**config.mk**
```make
export PLATFORM = sky130hd
export DESIGN_NAME = hid_report_fragmenter
export DESIGN_NICKNAME = d
export VERILOG_FILES = /design/src/rtl/core/hrf_pkg.sv /design/src/rtl/core/hid_report_fragmenter.sv /design/src/rtl/core/hrf_front.sv /design/src/rtl/core/hrf_cmd_queue.sv /design/src/rtl/core/hrf_back.sv
export SDC_FILE = /design/constraint.sdc
export NUM_CORES = 1
export LEC_CHECK = 0
export ABC_AREA = 1
export ABC_CLOCK_PERIOD_IN_PS = 6350
export BUFFER_PORTS_ARGS = -buffer_cell sky130_fd_sc_hd__clkbuf_2
export CAP_MARGIN = 20
export CORE_MARGIN = 4
export CORE_UTILIZATION = 60
export CTS_BUF_LIST = sky130_fd_sc_hd__clkbuf_2
export CTS_CLUSTER_DIAMETER = 40
export DETAILED_ROUTE_END_ITERATION = 12
export GPL_TIMING_DRIVEN = 1
export PLACE_DENSITY = 0.79
export SYNTH_ARGS = -nofsm -noshare
export SYNTH_HDL_FRONTEND = slang
export SYNTH_HIERARCHICAL = 1
export SYNTH_SLANG_ARGS = --single-unit
```
**constraint.sdc**
```tcl
create_clock -name i_clk -period 6.35 [get_ports i_clk]
set_clock_uncertainty 0.1 [all_clocks]
set_input_delay 0 -clock i_clk [delete_from_list [all_inputs] [get_ports i_clk]]
set_output_delay 0 -clock i_clk [all_outputs]
set_load 0.02 [all_outputs]
```
**src/rtl/core/hrf_pkg.sv**
```systemverilog
`default_nettype none

package hrf_pkg;

    // default geometry of a report
    localparam int REPORT_BYTES_DEF      = 64;
    localparam int FIRST_CHUNK_BYTES_DEF = 52;
    localparam int LATER_CHUNK_BYTES_DEF = 61;
    localparam int MAX_REPORTS_DEF       = 5;

    // header sizes in bytes
    localparam int FIRST_HDR_BYTES = 11;
    localparam int LATER_HDR_BYTES = 3;

    localparam int SEQ_W  = 4;
    localparam int CLEN_W = 6;
    localparam int LEN_W  = 9;

    // fixed header contents
    localparam logic [7:0] REPORT_ID      = 8'h01;
    localparam logic [7:0] PROTO_VERSION  = 8'h00;
    localparam logic [7:0] PROTO_HDR_LEN  = 8'h08;
    localparam logic [7:0] PROTO_TUNNEL   = 8'h01;
    localparam logic [7:0] EMI_CEMI       = 8'h03;
    localparam logic [7:0] MANUF_BYTE     = 8'h00;
    localparam logic [7:0] PAD_BYTE       = 8'h00;

    // packet info type bits
    localparam int TYPE_START_BIT   = 0;
    localparam int TYPE_END_BIT     = 1;
    localparam int TYPE_PARTIAL_BIT = 2;

    localparam int QUEUE_DEPTH = 2;

    // one classified body byte, front to back
    typedef struct packed {
        logic [7:0]        data;
        logic              first;
        logic [7:0]        info;
        logic [CLEN_W-1:0] clen;
        logic [LEN_W-1:0]  frame_len;
        logic [7:0]        protocol;
        logic [7:0]        emi;
        logic              chunk_end;
        logic              frame_end;
    } t_cmd;

endpackage

`default_nettype wire

```
**src/rtl/core/hid_report_fragmenter.sv**
```systemverilog
// Cuts a transfer frame, fed one body byte per push, into 64-byte HID reports
// that leave one byte per pop. The first report carries the report id, packet
// info, body length and the 8-byte protocol header, later ones a 3-byte header;
// each is zero-padded to the report size, and run_last marks the last byte a
// pushed byte causes. The input side classifies a byte combinationally and parks
// it in a two-entry command queue; the output side emits one report byte per
// cycle into an output register while a command waits and that register is
// free or popped; a pushed byte yields one report byte (plain body byte) up to
// a whole report (header, byte, padding), and the output side sets the rate.
// frame_length, protocol_id and service_id are sampled on the first byte of a
// frame; a zero length counts as one and lengths beyond five reports are cut.
`default_nettype none

module hid_report_fragmenter #(
    parameter int REPORT_BYTES      = hrf_pkg::REPORT_BYTES_DEF,
    parameter int FIRST_CHUNK_BYTES = hrf_pkg::FIRST_CHUNK_BYTES_DEF,
    parameter int LATER_CHUNK_BYTES = hrf_pkg::LATER_CHUNK_BYTES_DEF,
    parameter int MAX_REPORTS       = hrf_pkg::MAX_REPORTS_DEF
) (
    input  wire logic       i_clk,
    input  wire logic       i_rst_n,
    input  wire logic       push,
    output logic            full,
    input  wire logic [7:0] i_payload_byte,
    input  wire logic [8:0] i_frame_length,
    input  wire logic [7:0] i_protocol_id,
    input  wire logic [7:0] i_service_id,
    output logic            empty,
    input  wire logic       pop,
    output logic [7:0]      o_report_byte,
    output logic            o_run_last,
    output logic            o_report_last,
    output logic            o_frame_last
);

    hrf_pkg::t_cmd cmd_in, cmd_head;
    logic          take, q_empty, q_pop;

    assign take = push && !full;

    hrf_front #(
        .REPORT_BYTES      (REPORT_BYTES),
        .FIRST_CHUNK_BYTES (FIRST_CHUNK_BYTES),
        .LATER_CHUNK_BYTES (LATER_CHUNK_BYTES),
        .MAX_REPORTS       (MAX_REPORTS)
    ) u_front (
        .i_clk          (i_clk),
        .i_rst_n        (i_rst_n),
        .i_take         (take),
        .i_payload_byte (i_payload_byte),
        .i_frame_length (i_frame_length),
        .i_protocol_id  (i_protocol_id),
        .i_service_id   (i_service_id),
        .o_cmd          (cmd_in)
    );

    hrf_cmd_queue u_queue (
        .i_clk   (i_clk),
        .i_rst_n (i_rst_n),
        .i_push  (push),
        .i_cmd   (cmd_in),
        .o_full  (full),
        .i_pop   (q_pop),
        .o_empty (q_empty),
        .o_head  (cmd_head)
    );

    hrf_back #(
        .REPORT_BYTES (REPORT_BYTES)
    ) u_back (
        .i_clk         (i_clk),
        .i_rst_n       (i_rst_n),
        .i_cmd_empty   (q_empty),
        .i_cmd         (cmd_head),
        .o_cmd_pop     (q_pop),
        .i_pop         (pop),
        .o_empty       (empty),
        .o_report_byte (o_report_byte),
        .o_run_last    (o_run_last),
        .o_report_last (o_report_last),
        .o_frame_last  (o_frame_last)
    );

endmodule

`default_nettype wire

```
**src/rtl/core/hrf_front.sv**
```systemverilog
`default_nettype none

module hrf_front #(
    parameter int REPORT_BYTES      = hrf_pkg::REPORT_BYTES_DEF,
    parameter int FIRST_CHUNK_BYTES = hrf_pkg::FIRST_CHUNK_BYTES_DEF,
    parameter int LATER_CHUNK_BYTES = hrf_pkg::LATER_CHUNK_BYTES_DEF,
    parameter int MAX_REPORTS       = hrf_pkg::MAX_REPORTS_DEF
) (
    input  wire logic                          i_clk,
    input  wire logic                          i_rst_n,
    input  wire logic                          i_take,
    input  wire logic [7:0]                    i_payload_byte,
    input  wire logic [hrf_pkg::LEN_W-1:0]     i_frame_length,
    input  wire logic [7:0]                    i_protocol_id,
    input  wire logic [7:0]                    i_service_id,
    output hrf_pkg::t_cmd                      o_cmd
);

    localparam int FIRST_ROOM = REPORT_BYTES - hrf_pkg::FIRST_HDR_BYTES;
    localparam int LATER_ROOM = REPORT_BYTES - hrf_pkg::LATER_HDR_BYTES;
    localparam int FIRST_CAP  = (FIRST_CHUNK_BYTES < FIRST_ROOM) ? FIRST_CHUNK_BYTES : FIRST_ROOM;
    localparam int LATER_CAP  = (LATER_CHUNK_BYTES < LATER_ROOM) ? LATER_CHUNK_BYTES : LATER_ROOM;
    localparam int CAPACITY   = FIRST_CAP + (MAX_REPORTS - 1) * LATER_CAP;

    localparam int LW = hrf_pkg::LEN_W;
    localparam int CW = hrf_pkg::CLEN_W;
    localparam int SW = hrf_pkg::SEQ_W;

    logic [LW-1:0] r_taken, n_taken;
    logic [LW-1:0] r_held;
    logic [SW-1:0] r_seq, n_seq;
    logic [CW-1:0] r_cpos, n_cpos;
    logic [7:0]    r_proto;
    logic [7:0]    r_service;

    logic          fresh;
    logic [LW-1:0] len_in, len_sat, held;
    logic [SW-1:0] seq;
    logic [CW-1:0] cpos, cpos_inc, cap, clen;
    logic [7:0]    proto, service;
    logic [LW-1:0] start, rem;
    logic          first, last_rep, chunk_end;
    logic [2:0]    ptype;

    always_comb begin
        fresh    = (r_taken == '0);
        len_in   = (i_frame_length == '0) ? LW'(1) : i_frame_length;
        len_sat  = (32'(len_in) > CAPACITY) ? LW'(CAPACITY) : len_in;
        held     = fresh ? len_sat : r_held;
        seq      = fresh ? SW'(1) : r_seq;
        cpos     = fresh ? '0 : r_cpos;
        proto    = fresh ? i_protocol_id : r_proto;
        service  = fresh ? i_service_id : r_service;

        first    = (seq == SW'(1));
        cap      = first ? CW'(FIRST_CAP) : CW'(LATER_CAP);
        start    = r_taken - LW'(cpos);
        rem      = held - start;
        last_rep = (rem <= LW'(cap));
        clen     = last_rep ? rem[CW-1:0] : cap;
        cpos_inc = cpos + CW'(1);
        chunk_end = (cpos_inc >= clen);

        ptype = '0;
        ptype[hrf_pkg::TYPE_START_BIT]   = first;
        ptype[hrf_pkg::TYPE_END_BIT]     = last_rep;
        ptype[hrf_pkg::TYPE_PARTIAL_BIT] = (32'(held) > FIRST_CAP);

        o_cmd.data      = i_payload_byte;
        o_cmd.first     = first;
        o_cmd.info      = {seq, 1'b0, ptype};
        o_cmd.clen      = clen;
        o_cmd.frame_len = held;
        o_cmd.protocol  = proto;
        o_cmd.emi       = (proto == hrf_pkg::PROTO_TUNNEL) ? hrf_pkg::EMI_CEMI : service;
        o_cmd.chunk_end = chunk_end;
        o_cmd.frame_end = last_rep;

        n_taken = r_taken + LW'(1);
        n_seq   = seq;
        n_cpos  = cpos_inc;
        if (chunk_end) begin
            n_cpos = '0;
            if (last_rep) begin
                n_taken = '0;
                n_seq   = SW'(1);
            end else begin
                n_seq = seq + SW'(1);
            end
        end
    end

    always_ff @(posedge i_clk) begin
        if (!i_rst_n) begin
            r_taken   <= '0;
            r_held    <= '0;
            r_seq     <= SW'(1);
            r_cpos    <= '0;
            r_proto   <= '0;
            r_service <= '0;
        end else if (i_take) begin
            r_taken   <= n_taken;
            r_held    <= held;
            r_seq     <= n_seq;
            r_cpos    <= n_cpos;
            r_proto   <= proto;
            r_service <= service;
        end
    end

endmodule

`default_nettype wire

```
**src/rtl/core/hrf_cmd_queue.sv**
```systemverilog
`default_nettype none

module hrf_cmd_queue (
    input  wire logic    i_clk,
    input  wire logic    i_rst_n,
    input  wire logic    i_push,
    input  wire hrf_pkg::t_cmd i_cmd,
    output logic         o_full,
    input  wire logic    i_pop,
    output logic         o_empty,
    output hrf_pkg::t_cmd o_head
);

    localparam int D  = hrf_pkg::QUEUE_DEPTH;
    localparam int AW = (D > 1) ? $clog2(D) : 1;
    localparam int CNTW = $clog2(D + 1);

    hrf_pkg::t_cmd r_mem [D];
    logic [AW-1:0]   r_wp, r_rp;
    logic [CNTW-1:0] r_cnt;
    logic            do_push, do_pop;

    assign o_full  = (r_cnt == CNTW'(D));
    assign o_empty = (r_cnt == '0);
    assign o_head  = r_mem[r_rp];
    assign do_push = i_push && !o_full;
    assign do_pop  = i_pop && !o_empty;

    always_ff @(posedge i_clk) begin
        if (do_push) begin
            r_mem[r_wp] <= i_cmd;
        end
    end

    always_ff @(posedge i_clk) begin
        if (!i_rst_n) begin
            r_wp  <= '0;
            r_rp  <= '0;
            r_cnt <= '0;
        end else begin
            if (do_push) begin
                r_wp <= (r_wp == AW'(D - 1)) ? '0 : r_wp + AW'(1);
            end
            if (do_pop) begin
                r_rp <= (r_rp == AW'(D - 1)) ? '0 : r_rp + AW'(1);
            end
            r_cnt <= r_cnt + CNTW'(do_push) - CNTW'(do_pop);
        end
    end

endmodule

`default_nettype wire

```
**src/rtl/core/hrf_back.sv**
```systemverilog
`default_nettype none

module hrf_back #(
    parameter int REPORT_BYTES = hrf_pkg::REPORT_BYTES_DEF
) (
    input  wire logic          i_clk,
    input  wire logic          i_rst_n,
    input  wire logic          i_cmd_empty,
    input  wire hrf_pkg::t_cmd i_cmd,
    output logic               o_cmd_pop,
    input  wire logic          i_pop,
    output logic               o_empty,
    output logic [7:0]         o_report_byte,
    output logic               o_run_last,
    output logic               o_report_last,
    output logic               o_frame_last
);

    localparam int PW = $clog2(REPORT_BYTES);

    logic [PW-1:0] r_pos, n_pos;
    logic          r_pad, n_pad;
    logic          r_ov;
    logic [7:0]    r_byte;
    logic          r_run_last, r_rep_last, r_frm_last;

    logic          advance;
    logic          at_end, in_hdr;
    logic [PW-1:0] hdr_len;
    logic [7:0]    hdr_byte, byte_n;
    logic          run_n, rep_n, frm_n;

    assign advance = !i_cmd_empty && (!r_ov || i_pop);
    assign at_end  = (r_pos == PW'(REPORT_BYTES - 1));
    assign hdr_len = i_cmd.first ? PW'(hrf_pkg::FIRST_HDR_BYTES)
                                 : PW'(hrf_pkg::LATER_HDR_BYTES);
    assign in_hdr  = !r_pad && (r_pos < hdr_len);

    always_comb begin
        hdr_byte = hrf_pkg::PAD_BYTE;
        unique case (r_pos[3:0])
            4'd0: hdr_byte = hrf_pkg::REPORT_ID;
            4'd1: hdr_byte = i_cmd.info;
            4'd2: hdr_byte = i_cmd.first ? hrf_pkg::PROTO_HDR_LEN + 8'(i_cmd.clen)
                                         : 8'(i_cmd.clen);
            4'd3: hdr_byte = hrf_pkg::PROTO_VERSION;
            4'd4: hdr_byte = hrf_pkg::PROTO_HDR_LEN;
            4'd5: hdr_byte = {7'd0, i_cmd.frame_len[8]};
            4'd6: hdr_byte = i_cmd.frame_len[7:0];
            4'd7: hdr_byte = i_cmd.protocol;
            4'd8: hdr_byte = i_cmd.emi;
            4'd9: hdr_byte = hrf_pkg::MANUF_BYTE;
            4'd10: hdr_byte = hrf_pkg::MANUF_BYTE;
            default: hdr_byte = hrf_pkg::PAD_BYTE;
        endcase
    end

    always_comb begin
        byte_n    = hrf_pkg::PAD_BYTE;
        run_n     = 1'b0;
        rep_n     = 1'b0;
        frm_n     = 1'b0;
        o_cmd_pop = 1'b0;
        n_pos     = r_pos + PW'(1);
        n_pad     = r_pad;
        if (in_hdr) begin
            byte_n = hdr_byte;
        end else if (!r_pad) begin
            // the body byte itself
            byte_n = i_cmd.data;
            if (i_cmd.chunk_end && !at_end) begin
                n_pad = 1'b1;
            end else begin
                run_n     = 1'b1;
                o_cmd_pop = advance;
                if (i_cmd.chunk_end) begin
                    rep_n = 1'b1;
                    frm_n = i_cmd.frame_end;
                end
            end
        end else if (at_end) begin
            run_n     = 1'b1;
            rep_n     = 1'b1;
            frm_n     = i_cmd.frame_end;
            n_pad     = 1'b0;
            o_cmd_pop = advance;
        end
        if (rep_n) begin
            n_pos = '0;
        end
    end

    always_ff @(posedge i_clk) begin
        if (!i_rst_n) begin
            r_pos <= '0;
            r_pad <= 1'b0;
            r_ov  <= 1'b0;
        end else begin
            if (advance) begin
                r_pos <= n_pos;
                r_pad <= n_pad;
                r_ov  <= 1'b1;
            end else if (i_pop) begin
                r_ov <= 1'b0;
            end
        end
    end

    always_ff @(posedge i_clk) begin
        if (advance) begin
            r_byte     <= byte_n;
            r_run_last <= run_n;
            r_rep_last <= rep_n;
            r_frm_last <= frm_n;
        end
    end

    assign o_empty       = !r_ov;
    assign o_report_byte = r_byte;
    assign o_run_last    = r_run_last;
    assign o_report_last = r_rep_last;
    assign o_frame_last  = r_frm_last;

endmodule

`default_nettype wire

```
==> flow_summary_export.csv <==
group,metric,value,unit
run,max_cap_viol_count,0,
placed_design,gp_congestion,0.925,
logic_synthesis,synth.net_count,996,
logic_synthesis,ys.warnings.count,6,
critical_path,r2r-start,"u_front/r_taken[1]$_SDFFE_PN0P_",
grt,grt_pass1_vias,6472,
power_and_ir_drop,powerDensity,271,nW/um2
clock_network,cts_buffers,17,
cells_and_area,register_area,4480,um2
logic_synthesis,syn_area,9170,um2
critical_path,slowest_delay,0.60,ns
worst_hold_path,worstHoldPathType,"input port to register",
grt,grt_max_degree,51,
worst_hold_path,worstHoldStart,"i_protocol_id[1]",
grt,met2_usage,39.8,%
critical_path,path_buf_inv,10,
cells_and_area,fin_util,71.1,%
cells_and_area,stdcell_area,10500,um2
logic_synthesis,netlist_top_cells_count,"173 x nand2_1, 114 x inv_1, 111 x edfxtp_1",
critical_path,critPathLaunchType,"input port",
critical_path,crit_cells,36,
cells_and_area,drive_gt1_share,20.2,%
clock_network,h-tree-depth,4,
critical_path,crit_top_cell,"nand2_1",
sta,max_slew_margin,36.2,%
logic_synthesis,yosysUniqueCellTypes,52,
detailed_routing,wire_per_inst,17.0,um
detailed_routing,first_iter_violations,718,
logic_synthesis,netlist_top_cells_area,"edfxtp_1 36%, dfxtp_1 12%, mux2_4 8.2%",
sta,fmax,164,MHz
detailed_routing,drc,0,
worst_hold_path,min_path_cells,4,
logic_synthesis,synth.most_common_cell,"nand2_1",
worst_hold_path,whs_endpoint,"u_queue/r_mem[1][11]$_DFFE_PP_",
critical_path,cp_slowest_cell,"dlygate4sd3_1",
clock_network,clock_path_buffers,2,
placed_design,hpwlAfterDp,13.2,mm
logic_synthesis,yosysTopAreaCell,"edfxtp_1",
sta,setup_violations,0,
detailed_routing,wl,21.0,mm
sta,drv_slew,0,
floorplanning,initial_core_util,62.2,%
critical_path,crit_required,6.89,ns
grt,antenna_found_initial,1,
detailed_routing,antenna_left,0,
logic_synthesis,synth_seq_area_share,48.8,%
floorplanning,die_x,132,um
clock_network,cts_tree,"yes",
critical_path,critPathArrivalTime,6.64,ns
grt,gr-total-overflow,0,
clock_network,clk_pin_slew,0.28,ns
critical_path,worst_r2r_endpoint,"u_front/r_seq[3]$_SDFFE_PN0P_",
grt,top_usage_layer,"met2",
logic_synthesis,syn_area_per_cell,9.96,um2
cells_and_area,multi_input_area,3870,um2
sta,hold_violations,0,
logic_synthesis,ys.flop_type,"edfxtp_1",
critical_path,crit_path_end_kind,"register",
sta,tns,0,ns
grt,grt_pass1_wl,33.2,mm
floorplanning,die_y,132,um
floorplanning,coreArea,14800,um2
logic_synthesis,async_flop_share,0,%
cells_and_area,fill_cells,1009,
critical_path,reg2regPathDepth,35,
sta,worstMarginPinSlew,0.957,ns
placed_design,port-buffer-count,49,
detailed_routing,viasPerCell,5.51,
logic_synthesis,synth_edf_count,111,
floorplanning,die_area,17300,um2
run_status,outcome,"finished, final reports clean",
placed_design,postPlaceCellArea,9350,um2
clock_network,clk_latency,0.75,ns
critical_path,cp_top_family,"buffers and inverters",
floorplanning,ios,50,
critical_path,timing_worst_setup_path_type,"input port to register",
cells_and_area,fin_nets,1114,
sta,period_share,96.0,%
logic_synthesis,synth-seq-cells,168,
grt,grt_util_all_layers,24.1,%
clock_network,root_buffer,"clkbuf_2",
cells_and_area,area_growth,14.3,%
grt,met1_usage,31.7,%
grt,met3_usage,5.39,%
detailed_routing,vias,6819,
critical_path,crit_fanout,9,
floorplanning,rows,44,
clock_network,numClockSinks,168,
sta,min_period,6.10,ns
power_and_ir_drop,leakage,4.57,nW
logic_synthesis,synth_top_area_share,36.3,%
detailed_routing,drt_pre_antenna_iters,7,
logic_synthesis,syn_inst,921,
clock_network,post_cts_buffers,0,
power_and_ir_drop,ir_worst_vdd,0.000234,V
critical_path,ff2ff_setup_slack,0.39,ns
layout by cell type, fill, tap and decap left out, drive strengths merged, types with 49 or more instances in the layout:
| master | n |
|---|---|
| inv | 137 |
| nor2 | 90 |
| dlygate4sd3 | 83 |
| clkbuf | 67 |
| mux2 | 50 |
| nand3 | 56 |
| nand2 | 189 |
| a21oi | 49 |
| dfxtp | 57 |
| edfxtp | 111 |
repair_timing:
action                     4_1_cts  5_1_grt
setup endpoints to repair        0       15
hold buffers                    83        0
hold endpoints to repair       247        0
resized for setup                0        4
worst max path at each step:
stage,start,end,slack [ns]
after global placement,u_front/r_taken[1]$_SDFFE_PN0P_,u_front/r_cpos[5]$_SDFFE_PN0P_,0.57
after CTS,u_front/r_taken[1]$_SDFFE_PN0P_,u_front/r_cpos[2]$_SDFFE_PN0P_,0.24
final,i_frame_length[3],u_front/r_seq[3]$_SDFFE_PN0P_,0.25
after floorplan,u_front/r_taken[1]$_SDFFE_PN0P_,u_front/r_seq[3]$_SDFFE_PN0P_,1.11
after global routing,u_front/r_taken[1]$_SDFFE_PN0P_,u_front/r_seq[3]$_SDFFE_PN0P_,-0.02
after detailed placement,u_front/r_taken[1]$_SDFFE_PN0P_,u_front/r_cpos[2]$_SDFFE_PN0P_,0.29
where the power goes:
part           internal (mW)  leakage, nW  switching [mW]
registers               1.31         1.50          0.0388
clock network          0.266        0.169           0.391
logic                  0.308         2.90           0.529
total                   1.88         4.57           0.958
layer usage:
| layer | vias to the layer above | wire length (um) | share of wire (%) |
|---|---|---|---|
| met5 | - | 0 | 0 |
| met4 | 0 | 492 | 2.3 |
| met3 | 52 | 1260 | 6.0 |
| met2 | 294 | 10300 | 49 |
| met1 | 3195 | 8890 | 42 |
| li1 | 3278 | - | - |
sequential cells by signal (all words and copies together), names as in the netlist, named ones only:
| register | count |
|---|---|
| u_queue/r_mem | 100 |
| u_front/r_held | 9 |
| u_front/r_taken | 9 |
| u_back/o_report_byte | 8 |
| u_front/r_proto | 8 |
| u_front/r_service | 8 |
| u_back/r_pos | 6 |
| u_front/r_cpos | 6 |
| u_front/r_seq | 4 |
| u_queue/r_cnt | 2 |
| u_back/o_frame_last | 1 |
| u_back/o_report_last | 1 |
| u_back/o_run_last | 1 |
| u_back/r_ov | 1 |
| u_back/r_pad | 1 |
| u_queue/r_rp | 1 |
| u_queue/r_wp | 1 |
worst reg2reg max path: cells and delay by family, from the launching register on:
family / cells / cell delay (ns)
xor+xnor: 2 / 0.50
fa+ha+maj: 5 / 1.59
buf+inv: 8 / 0.81
flops: 1 / 0.38
simple gates: 20 / 2.50
cells by family after synthesis:
kind of cell | share of synthesized area [%]
AO/OA/AOI/OAI | 6.55
XOR/XNOR | 1.43
adder cells (fa/ha/maj) | 5.68
buffers and inverters | 9.18
flip-flops | 48.8
multiplexers | 9.06
other | 0.0409
AND/OR/NAND/NOR | 19.3
stage by stage:
stage               hold WS, ns  std cells  setup slack, ns  total power, mW
floorplan              -0.00655        921             1.11             1.97
global placement         0.0908       1121            0.567             2.11
detailed placement       0.0947       1121            0.293             2.13
CTS                      0.0464       1236            0.236             2.82
global route             0.0748       1237          -0.0189             2.98
finish                    0.127       1237            0.255             2.84
area by class of cell:
cell class,count,share of cell area (%)
Clock inverter,14,1.86
Clock buffer,18,0.859
Sequential cell,168,42.7
Inverter,133,4.85
Multi-Input combinational cell,582,36.9
Timing Repair Buffer,137,10.6
Antenna cell,1,0.0239
Tap cell,184,2.20
No activity file was read; power rests on OpenSTA's default activity.
